`src/rtl/core/magnetic_disturbance_detector_defines.svh`:
```
// assertion macros for the magnetic disturbance detector
`ifndef MAGNETIC_DISTURBANCE_DETECTOR_DEFINES_SVH
`define MAGNETIC_DISTURBANCE_DETECTOR_DEFINES_SVH

// property checked on every rising edge outside reset
`define MDD_ASSERT(label, prop, msg) \
	label: assert property (@(posedge clk) disable iff (!arst_n) prop) else $error(msg);

// condition that must never hold outside reset
`define MDD_ASSERT_NEVER(label, cond, msg) \
	`MDD_ASSERT(label, !(cond), msg)

`endif

```
`src/rtl/core/mdd_pkg.sv`:
```
// shared types and constants of the magnetic disturbance detector
`default_nettype none
package mdd_pkg;

	localparam int UNITS_DEF = 8;
	localparam int IDX_W     = 3;
	localparam int FIELD_W   = 16;
	localparam int MAG_W     = 16;
	localparam int REF_FRAC  = 8;
	localparam int REF_W     = MAG_W + REF_FRAC;
	localparam int FRAC_W    = 16;
	localparam int SUM_W     = 2 * FIELD_W;
	localparam int PROD_W    = REF_W + FRAC_W;
	localparam int CFG_IDX_W = 2;

	localparam logic [CFG_IDX_W-1:0] CFG_CHANGE_FRACTION = 2'd0;
	localparam logic [CFG_IDX_W-1:0] CFG_ADAPT_WEIGHT    = 2'd1;

	localparam logic [FRAC_W-1:0] CHANGE_FRACTION_RST = 16'd13107;
	localparam logic [FRAC_W-1:0] ADAPT_WEIGHT_RST    = 16'd1311;

	typedef enum logic [2:0] {
		ST_IDLE,
		ST_SQUARE,
		ST_SQRT,
		ST_MULT,
		ST_FIN
	} state_t;

	typedef struct packed {
		logic             disturbed;
		logic [REF_W-1:0] ref_new;
	} upd_result_t;

endpackage
`default_nettype wire

```
`src/rtl/core/mdd_sqsum.sv`:
```
// bit-serial sum of squares of the three field components
`default_nettype none
module mdd_sqsum import mdd_pkg::*; (
	input  logic                      clk,
	input  logic                      arst_n,
	input  logic                      start,
	input  logic signed [FIELD_W-1:0] field_x,
	input  logic signed [FIELD_W-1:0] field_y,
	input  logic signed [FIELD_W-1:0] field_z,
	output logic                      done,
	output logic [SUM_W-1:0]          sum
);

	localparam int CNT_W = $clog2(FIELD_W);
	localparam logic [CNT_W-1:0] CNT_LAST = CNT_W'(FIELD_W - 1);

	function automatic logic [FIELD_W-1:0] abs_val(input logic [FIELD_W-1:0] v);
		return v[FIELD_W-1] ? (~v + 1'b1) : v;
	endfunction

	logic             busy_q;
	logic             done_q;
	logic [CNT_W-1:0] cnt_q;
	logic [SUM_W-1:0] mcx_q, mcy_q, mcz_q;
	logic [FIELD_W-1:0] mpx_q, mpy_q, mpz_q;
	logic [SUM_W-1:0] acc_q;
	logic [SUM_W-1:0] pp;

	assign pp = (mpx_q[0] ? mcx_q : '0) + (mpy_q[0] ? mcy_q : '0) + (mpz_q[0] ? mcz_q : '0);

	always_ff @(posedge clk or negedge arst_n) begin
		if (!arst_n) begin
			busy_q <= 1'b0;
			done_q <= 1'b0;
			cnt_q  <= '0;
		end else begin
			done_q <= 1'b0;
			if (start) begin
				busy_q <= 1'b1;
				cnt_q  <= '0;
			end else if (busy_q) begin
				cnt_q <= cnt_q + 1'b1;
				if (cnt_q == CNT_LAST) begin
					busy_q <= 1'b0;
					done_q <= 1'b1;
				end
			end
		end
	end

	always_ff @(posedge clk) begin
		if (start) begin
			mcx_q <= SUM_W'(abs_val(field_x));
			mcy_q <= SUM_W'(abs_val(field_y));
			mcz_q <= SUM_W'(abs_val(field_z));
			mpx_q <= abs_val(field_x);
			mpy_q <= abs_val(field_y);
			mpz_q <= abs_val(field_z);
			acc_q <= '0;
		end else if (busy_q) begin
			acc_q <= acc_q + pp;
			mcx_q <= mcx_q << 1;
			mcy_q <= mcy_q << 1;
			mcz_q <= mcz_q << 1;
			mpx_q <= mpx_q >> 1;
			mpy_q <= mpy_q >> 1;
			mpz_q <= mpz_q >> 1;
		end
	end

	assign done = done_q;
	assign sum  = acc_q;

endmodule
`default_nettype wire

```
`src/rtl/core/mdd_isqrt.sv`:
```
// restoring integer square root, one root bit per cycle
`default_nettype none
module mdd_isqrt import mdd_pkg::*; (
	input  logic             clk,
	input  logic             arst_n,
	input  logic             start,
	input  logic [SUM_W-1:0] radicand,
	output logic             done,
	output logic [MAG_W-1:0] root
);

	localparam int CNT_W = $clog2(MAG_W);
	localparam int REM_W = MAG_W + 2;
	localparam int SH_W  = REM_W + 2;
	localparam logic [CNT_W-1:0] CNT_LAST = CNT_W'(MAG_W - 1);

	logic             busy_q;
	logic             done_q;
	logic [CNT_W-1:0] cnt_q;
	logic [SUM_W-1:0] rad_q;
	logic [REM_W-1:0] rem_q;
	logic [MAG_W-1:0] root_q;
	logic [SH_W-1:0]  rem_sh;
	logic [SH_W-1:0]  trial;

	// bring down the next two radicand bits and try root*4+1
	assign rem_sh = {rem_q, rad_q[SUM_W-1 -: 2]};
	assign trial  = {2'b00, root_q, 2'b01};

	always_ff @(posedge clk or negedge arst_n) begin
		if (!arst_n) begin
			busy_q <= 1'b0;
			done_q <= 1'b0;
			cnt_q  <= '0;
		end else begin
			done_q <= 1'b0;
			if (start) begin
				busy_q <= 1'b1;
				cnt_q  <= '0;
			end else if (busy_q) begin
				cnt_q <= cnt_q + 1'b1;
				if (cnt_q == CNT_LAST) begin
					busy_q <= 1'b0;
					done_q <= 1'b1;
				end
			end
		end
	end

	always_ff @(posedge clk) begin
		if (start) begin
			rad_q  <= radicand;
			rem_q  <= '0;
			root_q <= '0;
		end else if (busy_q) begin
			rad_q <= rad_q << 2;
			if (rem_sh >= trial) begin
				rem_q  <= REM_W'(rem_sh - trial);
				root_q <= {root_q[MAG_W-2:0], 1'b1};
			end else begin
				rem_q  <= REM_W'(rem_sh);
				root_q <= {root_q[MAG_W-2:0], 1'b0};
			end
		end
	end

	assign done = done_q;
	assign root = root_q;

endmodule
`default_nettype wire

```
`src/rtl/core/mdd_refupd.sv`:
```
// serial threshold and weight products, disturbance test and reference step
`default_nettype none
module mdd_refupd import mdd_pkg::*; (
	input  logic              clk,
	input  logic              arst_n,
	input  logic              start,
	input  logic [REF_W-1:0]  target,
	input  logic [REF_W-1:0]  ref_in,
	input  logic [FRAC_W-1:0] change_fraction,
	input  logic [FRAC_W-1:0] adapt_weight,
	output logic              done,
	output upd_result_t       result
);

	localparam int CNT_W = $clog2(FRAC_W);
	localparam logic [CNT_W-1:0] CNT_LAST = CNT_W'(FRAC_W - 1);

	logic              busy_q;
	logic              done_q;
	logic [CNT_W-1:0]  cnt_q;
	logic [REF_W-1:0]  ref_q;
	logic [REF_W-1:0]  diff_q;
	logic              below_q;
	logic [PROD_W-1:0] mc1_q, mc2_q;
	logic [FRAC_W-1:0] mp1_q, mp2_q;
	logic [PROD_W-1:0] p1_q, p2_q;
	logic              below;
	logic              exceed;
	logic [REF_W-1:0]  step;

	assign below = target < ref_in;

	always_ff @(posedge clk or negedge arst_n) begin
		if (!arst_n) begin
			busy_q <= 1'b0;
			done_q <= 1'b0;
			cnt_q  <= '0;
		end else begin
			done_q <= 1'b0;
			if (start) begin
				busy_q <= 1'b1;
				cnt_q  <= '0;
			end else if (busy_q) begin
				cnt_q <= cnt_q + 1'b1;
				if (cnt_q == CNT_LAST) begin
					busy_q <= 1'b0;
					done_q <= 1'b1;
				end
			end
		end
	end

	always_ff @(posedge clk) begin
		if (start) begin
			ref_q   <= ref_in;
			below_q <= below;
			diff_q  <= below ? (ref_in - target) : (target - ref_in);
			mc1_q   <= PROD_W'(ref_in);
			mc2_q   <= PROD_W'(below ? (ref_in - target) : (target - ref_in));
			mp1_q   <= change_fraction;
			mp2_q   <= adapt_weight;
			p1_q    <= '0;
			p2_q    <= '0;
		end else if (busy_q) begin
			p1_q  <= p1_q + (mp1_q[0] ? mc1_q : '0);
			p2_q  <= p2_q + (mp2_q[0] ? mc2_q : '0);
			mc1_q <= mc1_q << 1;
			mc2_q <= mc2_q << 1;
			mp1_q <= mp1_q >> 1;
			mp2_q <= mp2_q >> 1;
		end
	end

	// diff * 2^16 against fraction * ref, then a truncated weighted step
	assign exceed = {diff_q, {FRAC_W{1'b0}}} > p1_q;
	assign step   = p2_q[PROD_W-1:FRAC_W];

	always_comb begin
		result.disturbed = exceed;
		if (exceed) begin
			result.ref_new = ref_q;
		end else if (below_q) begin
			result.ref_new = ref_q - step;
		end else begin
			result.ref_new = ref_q + step;
		end
	end

	assign done = done_q;

endmodule
`default_nettype wire

```
`src/rtl/core/magnetic_disturbance_detector.sv`:
```
// top level of the magnetic disturbance detector
`default_nettype none
`include "magnetic_disturbance_detector_defines.svh"
// Takes one three-axis magnetometer sample (Q12.4) per request for one of UNITS
// sensors and returns one result: the floor square root of x*x+y*y+z*z, a
// disturbance flag, a first-reading flag and the sensor's reference level after
// the update (magnitude with 8 fraction bits). A request passes in turn through
// the bit-serial squarer, the one-bit-per-cycle square root and the serial
// threshold and weight multipliers, then into the output register; no new
// request is taken until its result has been loaded there. The result sits in
// an output register, so the next request is taken while a finished result
// still waits. Sensor references start at zero after reset through per-entry
// valid bits, with no clearing pass. A sensor index at or above UNITS still
// reports the magnitude, leaves the references alone and returns zero flags
// and reference. Registers change_fraction (index 0) and adapt_weight
// (index 1) are to be written only while the block is idle, which the block
// itself does not enforce; writes to other indexes are dropped.
module magnetic_disturbance_detector import mdd_pkg::*; #(
	parameter int UNITS = UNITS_DEF
) (
	input  logic                      clk,
	input  logic                      arst_n,
	// sample request channel
	input  logic                      in_valid,
	output logic                      in_ready,
	input  logic [IDX_W-1:0]          sensor_index,
	input  logic signed [FIELD_W-1:0] field_x,
	input  logic signed [FIELD_W-1:0] field_y,
	input  logic signed [FIELD_W-1:0] field_z,
	// result channel
	output logic                      out_valid,
	input  logic                      out_ready,
	output logic                      disturbed,
	output logic                      first_reading,
	output logic [MAG_W-1:0]          magnitude,
	output logic [REF_W-1:0]          reference_out,
	// configuration write port
	input  logic                      cfg_we,
	input  logic [CFG_IDX_W-1:0]      cfg_index,
	input  logic [FRAC_W-1:0]         cfg_data
);

	localparam int AW = (UNITS > 1) ? $clog2(UNITS) : 1;

	// configuration registers
	logic [FRAC_W-1:0] change_fraction_q;
	logic [FRAC_W-1:0] adapt_weight_q;

	// control
	state_t            state_q, state_d;
	logic              in_accept;
	logic              out_free;
	logic              fin_load;
	logic [IDX_W-1:0]  idx_q;
	logic [AW-1:0]     addr_q;
	logic              in_range;

	// serial units
	logic              sq_done;
	logic [SUM_W-1:0]  sq_sum;
	logic              rt_done;
	logic [MAG_W-1:0]  rt_root;
	logic              upd_done;
	upd_result_t       upd_res;
	logic [REF_W-1:0]  target;

	// reference store: memory plus a valid bit per entry
	logic [REF_W-1:0]  mem_q [UNITS];
	logic [UNITS-1:0]  valid_q;
	logic [REF_W-1:0]  ref_rd_q;
	logic [REF_W-1:0]  ref_cur;
	logic              mem_we;

	// result fields before the output register
	logic              first_d;
	logic              dist_d;
	logic [REF_W-1:0]  ref_out_d;

	// output register
	logic              out_valid_q;
	logic              disturbed_q;
	logic              first_q;
	logic [MAG_W-1:0]  mag_q;
	logic [REF_W-1:0]  ref_out_q;
	logic [REF_W-1:0]  mag_ref;

	assign in_ready  = (state_q == ST_IDLE);
	assign in_accept = in_valid && in_ready;
	assign out_free  = !out_valid_q || out_ready;
	assign fin_load  = (state_q == ST_FIN) && out_free;
	assign in_range  = 32'(idx_q) < 32'(UNITS);
	assign target    = {rt_root, {REF_FRAC{1'b0}}};
	// entries never written since reset read as zero
	assign ref_cur   = valid_q[addr_q] ? ref_rd_q : '0;

	always_ff @(posedge clk or negedge arst_n) begin
		if (!arst_n) begin
			change_fraction_q <= CHANGE_FRACTION_RST;
			adapt_weight_q    <= ADAPT_WEIGHT_RST;
		end else if (cfg_we) begin
			case (cfg_index)
				CFG_CHANGE_FRACTION: change_fraction_q <= cfg_data;
				CFG_ADAPT_WEIGHT:    adapt_weight_q    <= cfg_data;
				default: ;
			endcase
		end
	end

	// sequencer: square, root, multiply, then hand off the result
	always_ff @(posedge clk or negedge arst_n) begin
		if (!arst_n) begin
			state_q <= ST_IDLE;
		end else begin
			state_q <= state_d;
		end
	end

	always_comb begin
		state_d = state_q;
		case (state_q)
			ST_IDLE:   if (in_accept) state_d = ST_SQUARE;
			ST_SQUARE: if (sq_done)   state_d = ST_SQRT;
			ST_SQRT:   if (rt_done)   state_d = ST_MULT;
			ST_MULT:   if (upd_done)  state_d = ST_FIN;
			ST_FIN:    if (out_free)  state_d = ST_IDLE;
			default:                  state_d = ST_IDLE;
		endcase
	end

	always_ff @(posedge clk) begin
		if (in_accept) begin
			idx_q  <= sensor_index;
			addr_q <= AW'(sensor_index);
		end
	end

	mdd_sqsum u_sqsum (
		.clk     (clk),
		.arst_n  (arst_n),
		.start   (in_accept),
		.field_x (field_x),
		.field_y (field_y),
		.field_z (field_z),
		.done    (sq_done),
		.sum     (sq_sum)
	);

	mdd_isqrt u_isqrt (
		.clk      (clk),
		.arst_n   (arst_n),
		.start    (sq_done),
		.radicand (sq_sum),
		.done     (rt_done),
		.root     (rt_root)
	);

	mdd_refupd u_refupd (
		.clk             (clk),
		.arst_n          (arst_n),
		.start           (rt_done),
		.target          (target),
		.ref_in          (ref_cur),
		.change_fraction (change_fraction_q),
		.adapt_weight    (adapt_weight_q),
		.done            (upd_done),
		.result          (upd_res)
	);

	// zero reference means first reading: load the magnitude, no disturbance
	always_comb begin
		first_d   = in_range && (ref_cur == '0);
		dist_d    = in_range && !first_d && upd_res.disturbed;
		ref_out_d = '0;
		if (in_range) begin
			ref_out_d = first_d ? target : upd_res.ref_new;
		end
	end

	assign mem_we = fin_load && in_range;

	// store read is registered; the address holds for the whole request
	always_ff @(posedge clk) begin
		if (mem_we) begin
			mem_q[addr_q] <= ref_out_d;
		end
		ref_rd_q <= mem_q[addr_q];
	end

	always_ff @(posedge clk or negedge arst_n) begin
		if (!arst_n) begin
			valid_q <= '0;
		end else if (mem_we) begin
			valid_q[addr_q] <= 1'b1;
		end
	end

	// output register parts the result channel from the sequencer
	always_ff @(posedge clk or negedge arst_n) begin
		if (!arst_n) begin
			out_valid_q <= 1'b0;
		end else if (fin_load) begin
			out_valid_q <= 1'b1;
		end else if (out_ready) begin
			out_valid_q <= 1'b0;
		end
	end

	always_ff @(posedge clk) begin
		if (fin_load) begin
			disturbed_q <= dist_d;
			first_q     <= first_d;
			mag_q       <= rt_root;
			ref_out_q   <= ref_out_d;
		end
	end

	assign out_valid     = out_valid_q;
	assign disturbed     = disturbed_q;
	assign first_reading = first_q;
	assign magnitude     = mag_q;
	assign reference_out = ref_out_q;

	// reported magnitude in reference format
	assign mag_ref = {magnitude, {REF_FRAC{1'b0}}};

	`MDD_ASSERT(a_accept_starts, in_accept |=> (state_q == ST_SQUARE), "accept did not start")
	`MDD_ASSERT_NEVER(a_flags_excl, out_valid && disturbed && first_reading, "both flags set")
	`MDD_ASSERT(a_write_in_range, mem_we |-> in_range, "reference write out of range")
	`MDD_ASSERT(a_first_loads_mag, (out_valid && first_reading) |-> (reference_out == mag_ref), "bad load")
	`MDD_ASSERT(a_root_in_sqrt, rt_done |-> (state_q == ST_SQRT), "root done outside root phase")

endmodule
`default_nettype wire

```
`config.mk`:
```
export PLATFORM = sky130hd
export DESIGN_NAME = magnetic_disturbance_detector
export DESIGN_NICKNAME = d
export VERILOG_FILES = /design/src/rtl/core/mdd_pkg.sv /design/src/rtl/core/mdd_sqsum.sv /design/src/rtl/core/mdd_isqrt.sv /design/src/rtl/core/mdd_refupd.sv /design/src/rtl/core/magnetic_disturbance_detector.sv
export VERILOG_INCLUDE_DIRS = /design/src /design/src/rtl/core
export SDC_FILE = /design/constraint.sdc
export NUM_CORES = 2
export LEC_CHECK = 0
export BUFFER_PORTS_ARGS = -buffer_cell sky130_fd_sc_hd__buf_4
export CORE_ASPECT_RATIO = 0.6
export CORE_MARGIN = 3
export CORE_UTILIZATION = 45
export DETAILED_ROUTE_END_ITERATION = 8
export PLACE_DENSITY_LB_ADDON = 0.1
export REMOVE_ABC_BUFFERS = 1
export SLEW_MARGIN = 15
export SYNTH_ARGS = -nofsm -noshare
export SYNTH_HDL_FRONTEND = slang
export SYNTH_HIERARCHICAL = 1
export SYNTH_SLANG_ARGS = --single-unit
```
`constraint.sdc`:
```
create_clock -name clk -period 11.45 [get_ports clk]
set_input_delay 0.5725 -clock clk [delete_from_list [all_inputs] [get_ports clk]]
set_output_delay 0.5725 -clock clk [all_outputs]
set_load 0.02 [all_outputs]
```
### Word-level counts from Yosys, hierarchy flattened

Memories as Yosys holds them, arrays and structs flattened. A register that Yosys moved wholly into a read port is not among the register bits.
Index checks and enable logic that the tools add are counted.

| storage, ports and cells | value |
|---|---|
| register bits | 590 |
| input port bits | 74 |
| memories | 1 |
| bits in writable memories | 192 |

| cells by class | value |
|---|---|
| reductions and logical operators | 17 |
| order comparisons | 5 |
| bitwise gates (word level) | 4 |
| add/sub/neg operators | 18 |
| mux-type cells | 76 |
| eq/ne operators | 13 |

Memory list:

| memory | depth | bits a word | rd ports | clocked after Yosys merged registers in | write ports | RTL line | text |
|---|---|---|---|---|---|---|---|
| mem_q | 8 | 24 | 1 | 1 | 1 | magnetic_disturbance_detector.sv:68 | `logic [REF_W-1:0] mem_q [UNITS];` |

Operators with widths:

| cell | count |
|---|---|
| $mux 16 | 19 |
| $mux 40 | 5 |
| $mux 24 | 7 |
| $mux 32 | 5 |
| $add 32x32->32 | 3 |
| $add 40x40->40 | 2 |
| $sub 24x24->24 | 3 |
| $sub 24x24->25 | 2 |
| $add 16x1->16 const B | 3 |
| $not 16->16 | 3 |
| $gt 40x40->1 | 1 |
| $mux 1 | 25 |
| $add 24x24->24 | 1 |
| $logic_not 24->1 | 1 |
| $lt 24x24->1 | 1 |
| $mux 4 | 6 |
| $ge 20x18->1 | 1 |
| $mux 18 | 1 |
| $sub 18x18->18 | 1 |
| $mux 3 | 5 |
| $pmux 3 s5 | 1 |
| $add 4x1->4 const B | 3 |
| $eq 4x4->1 const B | 3 |
| $ne 2x1->1 const B | 4 |
| 18 further kinds | 27 |

### Longest topological paths before layout

| logic depth | value |
|---|---|
| depth after elaboration | 6 |
| depth in mapped cells | 18 |

### Hierarchy

The synthesis kept the hierarchy.

Modules (own cells, without submodules):

| module | area each (µm²) | cells each | times used | sequential area each (µm²) |
|---|---|---|---|---|
| mdd_refupd | 18,811.8 | 2,064 | 1 | 6,426.2 |
| magnetic_disturbance_detector | 11,452.2 | 617 | 1 | 8,717.1 |
| mdd_sqsum | 11,274.6 | 1,170 | 1 | 4,634.4 |
| mdd_isqrt | 4,063.9 | 396 | 1 | 1,791.7 |

### Least setup slack after synthesis

Ideal clock, no wire load.

| timing | value |
|---|---|
| path kind | reg-to-reg |
| start | register u_isqrt.done_q (netlist: u_isqrt/done) |
| end | register u_refupd.p1_q[37] |
| arrival time | 5.112 ns |
| cell stages (with the launch flop) | 6 |
| path slack | 6.040 ns |
| clock period less this slack | 5.410 ns |
| cell sequence | dfrtp_1 -> clkbuf_1 -> nor2_1 -> inv_1 -> clkbuf_1 -> o32ai_1 |

RTL lines:

| element | RTL line | text |
|---|---|---|
| start: declaration | mdd_isqrt.sv:18 | `logic done_q;` |
| start signal: assignment | mdd_isqrt.sv:33 | `done_q <= 1'b0;` |
| start signal: assignment | mdd_isqrt.sv:36 | `done_q <= 1'b0;` |
| start signal: assignment | mdd_isqrt.sv:44 | `done_q <= 1'b1;` |
| end signal: assignment | mdd_refupd.sv:65 | `p1_q <= p1_q + (mp1_q[0] ? mc1_q : '0);` |
| end: declaration | mdd_refupd.sv:26 | `logic [PROD_W-1:0] p1_q, p2_q;` |

### Worst setup path after layout

| timing | value |
|---|---|
| start | register addr_q[0] |
| end | register u_refupd.mc2_q[33], data pin |

| on the way | value |
|---|---|
| longest elaborated chain between the ends | 6 |

Ends and longest elaborated chain:

| element | RTL line | text |
|---|---|---|
| start: declaration | magnetic_disturbance_detector.sv:55 | `logic [AW-1:0] addr_q;` |
| start signal: assignment | magnetic_disturbance_detector.sv:133 | `addr_q <= AW'(sensor_index);` |
| $bmux 1 s3 * | magnetic_disturbance_detector.sv:94 | `assign ref_cur = valid_q[addr_q] ? ref_rd_q : '0;` |
| $mux 1 (implied by the code) * | magnetic_disturbance_detector.sv:94 |  |
| $mux 24 * | magnetic_disturbance_detector.sv:94 |  |
| net ref_cur[7] | magnetic_disturbance_detector.sv:71 | `logic [REF_W-1:0] ref_cur;` |
| $sub 24x24->25 or $lt 24x24->1 (tied branches) | mdd_refupd.sv:59, mdd_refupd.sv:31 |  |
| $mux 40 * | mdd_refupd.sv:59 | `mc2_q <= PROD_W'(below ? (ref_in - target) : (target - ref_in));` |
| $mux 40 * | mdd_refupd.sv:54 | `if (start) begin` |
| end signal: assignment | mdd_refupd.sv:59 |  |
| end signal: assignment | mdd_refupd.sv:68 | `mc2_q <= mc2_q << 1;` |
| end: declaration | mdd_refupd.sv:24 | `logic [PROD_W-1:0] mc1_q, mc2_q;` |

The timed path passes the listed nets; every way through them passes the cells marked *. The select of a mux whose other input is x is not followed.
A chain may end at the register's enable or synchronous reset.

==> results.txt <==
----------------------------------------------------
[Logic synthesis]
  Count leader, synth ... edfxtp_1
  Leading post-synthesis cells by cell area ... edfxtp_1 34%, dfxtp_1 10%, ha_1 6.3%
  Avg Inst Size Synth ... 10.7 um2
  Share of the synthesized area in the top cell type ... 33.6%
  Area of the mapped netlist ... approximately 46,000 um2
  Cell count after synthesis ... approximately 4,200
  Post-synth ARST share ... 7.69%
  Top FF cell, synth ... edfxtp_1
  Yosys Warn Count ... 6
  Cell type contributing the most total cell area after synthesis ... edfxtp_1
  Number of enable-type register cells in the synthesized netlist ... a little over 500
  Number of synthesized register bits ... ~810
  Synth top cells by count ... 510 x edfxtp_1, 338 x nand2_1, 319 x nor2_1, 278 x inv_1, 234 x dfxtp_1
  Sequential area share after synthesis ... roughly 47%
  Distinct cells, synth ... approximately 110

[Run status]
  Run status ... completed

[Timing]
  Number of failing setup endpoints in the final timing report ... 0
  Relative slew margins ... approximately 15%
  Total negative setup slack ... 0 ns
  Maximum clock skew at final layout ... around 0.033 ns
  Transition at the pin with the smallest max-transition slack ... about 1.3 ns
  Tightest hold margin ... 0.0243 ns
  Fin crit share ... between 60 and 70%
  Achievable frequency ... 145 MHz
  Final min period ... 6.91 ns
  Final count of hold timing violations ... 0
  Unrepaired setup endpoints after global routing ... no
  Final number of max-transition violations ... 0

[Flow run]
  Max-cap violation count ... 0

[Setup path]
  CP peak stage delay ... approximately 0.76 ns
  Family of cells with the greatest summed delay on the critical path ... simple AND/OR/NAND/NOR gates
  Reg-to-reg slack, setup ... 4.54 ns
  CP Capture Type ... flip-flop
  Critical path data arrival time ... between 7 and 8 ns
  Required arrival time at the worst endpoint ... between 10 and 15 ns
  Worst-path cell with the longest stage delay ... or4b_1
  Startpoint type of the worst setup path ... flip-flop
  Worst path buffer plus inverter count ... 2
  Largest fanout on the critical path ... 56
  RR Endpoint ... u_refupd/mc2_q[33]
  Depth of the worst register-to-register path ... 15
  Critical path class ... reg -> reg
  R2r startpoint ... addr_q[0]
  Critical path, cell by cell ... buf_4, mux4_1, mux2_4, and2_1, ha_1, nand4_1, a211oi_2, o21ai_2, nand3_2, or4b_1, nand2_2, inv_2, a22oi_1, a21o_1, nand3_1

[Clocking]
  CTS tree ... done
  Number of clock sinks ... 806
  Count of hold buffers inserted by post-cts repair ... 0
  Num CTS Buffers ... 83
  H-tree depth ... 3
  CTS Root Cell ... clkbuf_16
  Deepest clock path buffer count ... 3
  Post-cts resize count ... 0
  Latest clock arrival within the worst-skew pair ... 0.69 ns
  Reg clk slew, reported paths ... ~0.06 ns
  # Post-CTS Setup Buffers ... 0

[Placed design]
  Placed wire-length estimate ... 92,500 um
  Number of buffers added on ports ... 117
  Routability congestion estimate from global placement ... slightly above 0.9

[Routing]
  Number of nets with antenna violations after detailed routing ... 0
  DR vias/cell ... approximately 5.7
  DR WL/cell ... around 22 um
  Total number of vias ... around 33,000
  Number of remaining DRC errors ... 0
  Detailed Route Iter0 Violations ... about 3,600
  Number of detailed-routing iterations run before antenna repair ... 6
  Final wirelength ... about 130,000 um

[Global routing]
  Global-route layer with the greatest usage ... met1
  Aggregate global routing overflow ... 0
  Antenna violations before repair ... 11
  Fraction of met2 tracks used by global routing ... slightly below 30%
  Wire length of the first global-routing pass ... 193,000 um
  GR Util met3 ... between 5 and 6%
  Via count of the first global-routing pass ... 30,307
  Grt met1 use ... 41.4%
  Pin count of the biggest net entering global routing ... around 160
  All-Layer GR Usage ... a little under a quarter

[Floorplanning]
  Die outline area ... 105,000 um2
  Boundary pin count ... 118
  Die extent in y ... ~250 um
  Chip Width ... 417 um
  Standard-cell row count ... 89
  Effective utilization at floorplan ... 45.9%
  Core ar. ... approximately 99,000 um2

[Hold path]
  Type of the most critical hold path ... in -> async

[Cells and area]
  # fillers ... ~9,000
  Area Overhead vs Synth ... 11.0%
  Proportion of layout cells with a drive suffix above 1 ... a little over an eighth
  Final Net Count ... between 4,000 and 5,000

----------------------------------------------------
## cell families after synthesis
| logic type | count (synthesis) | share of synthesized area (%) |
|---|---|---|
| multiplexers | 378 | 9.56 |
| XOR/XNOR | 192 | 3.69 |
| adder cells (fa/ha/maj) | 297 | 9.25 |
| flip-flops | 806 | 47.3 |
| other | 1 | 0.00822 |
| AO/OA/AOI/OAI | 938 | 13.7 |
| buffers and inverters | 467 | 4.08 |
| AND/OR/NAND/NOR | 1168 | 12.4 |
## worst max-delay path by stage
stage | start | endpoint | slack (ns) | cells past startpoint
after floorplan | u_isqrt/done | u_refupd/p1_q[37] | 3.28 | 3
after global placement | addr_q[0] | u_refupd/mc2_q[26] | 4.79 | 15
after detailed placement | addr_q[0] | u_refupd/mc2_q[33] | 4.71 | 15
after CTS | addr_q[0] | u_refupd/mc2_q[33] | 4.68 | 15
after global routing | addr_q[0] | u_refupd/mc2_q[33] | 4.24 | 15
final | addr_q[0] | u_refupd/mc2_q[33] | 4.54 | 15
## state kept, by name, summed over array words and instances, names as in the netlist, 18 cells and up
| register | cells |
|---|---|
| ref_rd_q | 24 |
| u_refupd/ref_q | 24 |
| u_isqrt/rad_q | 32 |
| u_sqsum/mcy_q | 32 |
| u_isqrt/rem_q | 18 |
| u_refupd/p1_q | 40 |
| u_sqsum/mcz_q | 32 |
| reference_out | 24 |
| u_refupd/mc1_q | 40 |
| u_sqsum/mcx_q | 32 |
| u_refupd/mc2_q | 40 |
| mem_q | 192 |
| u_refupd/p2_q | 40 |
| u_sqsum/sum | 32 |
| u_refupd/diff_q | 24 |
## metal layers
metal	part of all wire [%]	up-vias
met4	1.3	2
met3	8.7	120
met2	35	1041
met5	0.010	-
li1	-	15550
met1	55	16078
## through the flow
step / utilization [%] / std cells / instance area, um2 / setup slack (ns)
6_report: 51.0 / 5720 / 50600 / 4.54
3_3_place_gp: 48.2 / 5562 / 47900 / 4.79
4_1_cts: 51.0 / 5717 / 50600 / 4.68
5_1_grt: 51.0 / 5717 / 50600 / 4.24
3_5_place_dp: 48.2 / 5562 / 47900 / 4.71
2_1_floorplan: - / 4075 / 44800 / 3.28
## cells in the final DEF (no fill, tap or decap), types with 166 or more instances in the layout
cell type | netlist | layout
mux2i_1 | 174 | 173
ha_1 | 230 | 230
nor2_1 | 319 | 316
nand2_1 | 338 | 338
mux2_2 | 169 | 169
inv_1 | 278 | 275
a21oi_1 | 217 | 217
dfxtp_1 | 234 | 234
edfxtp_1 | 510 | 510
o21ai_0 | 172 | 172
buf_4 | 5 | 166
## worst register-to-register path, stage by stage (launching register included)
cell      delay (ns)
edfxtp_1        0.32
buf_4           0.58
mux4_1          0.64
mux2_4          0.40
and2_1          0.27
ha_1            0.55
nand4_1         0.29
a211oi_2        0.42
o21ai_2         0.16
nand3_2         0.13
or4b_1          0.76
nand2_2         0.54
inv_2           0.31
a22oi_1         0.51
a21o_1          0.59
nand3_1         0.16
## cell type report
type,count,area (um2),area share (%)
Antenna cell,3,7.51,0.0148
Clock buffer,105,2220,4.38
Timing Repair Buffer,168,1290,2.54
Inverter,279,1050,2.08
Tap cell,1319,1650,3.26
Sequential cell,806,21600,42.6
Clock inverter,50,557,1.10
Multi-Input combinational cell,2990,22300,44.0
Power is left out: the tool's default activity adds up to more than one toggle a clock period on the data nets, which glitch-free logic cannot reach.
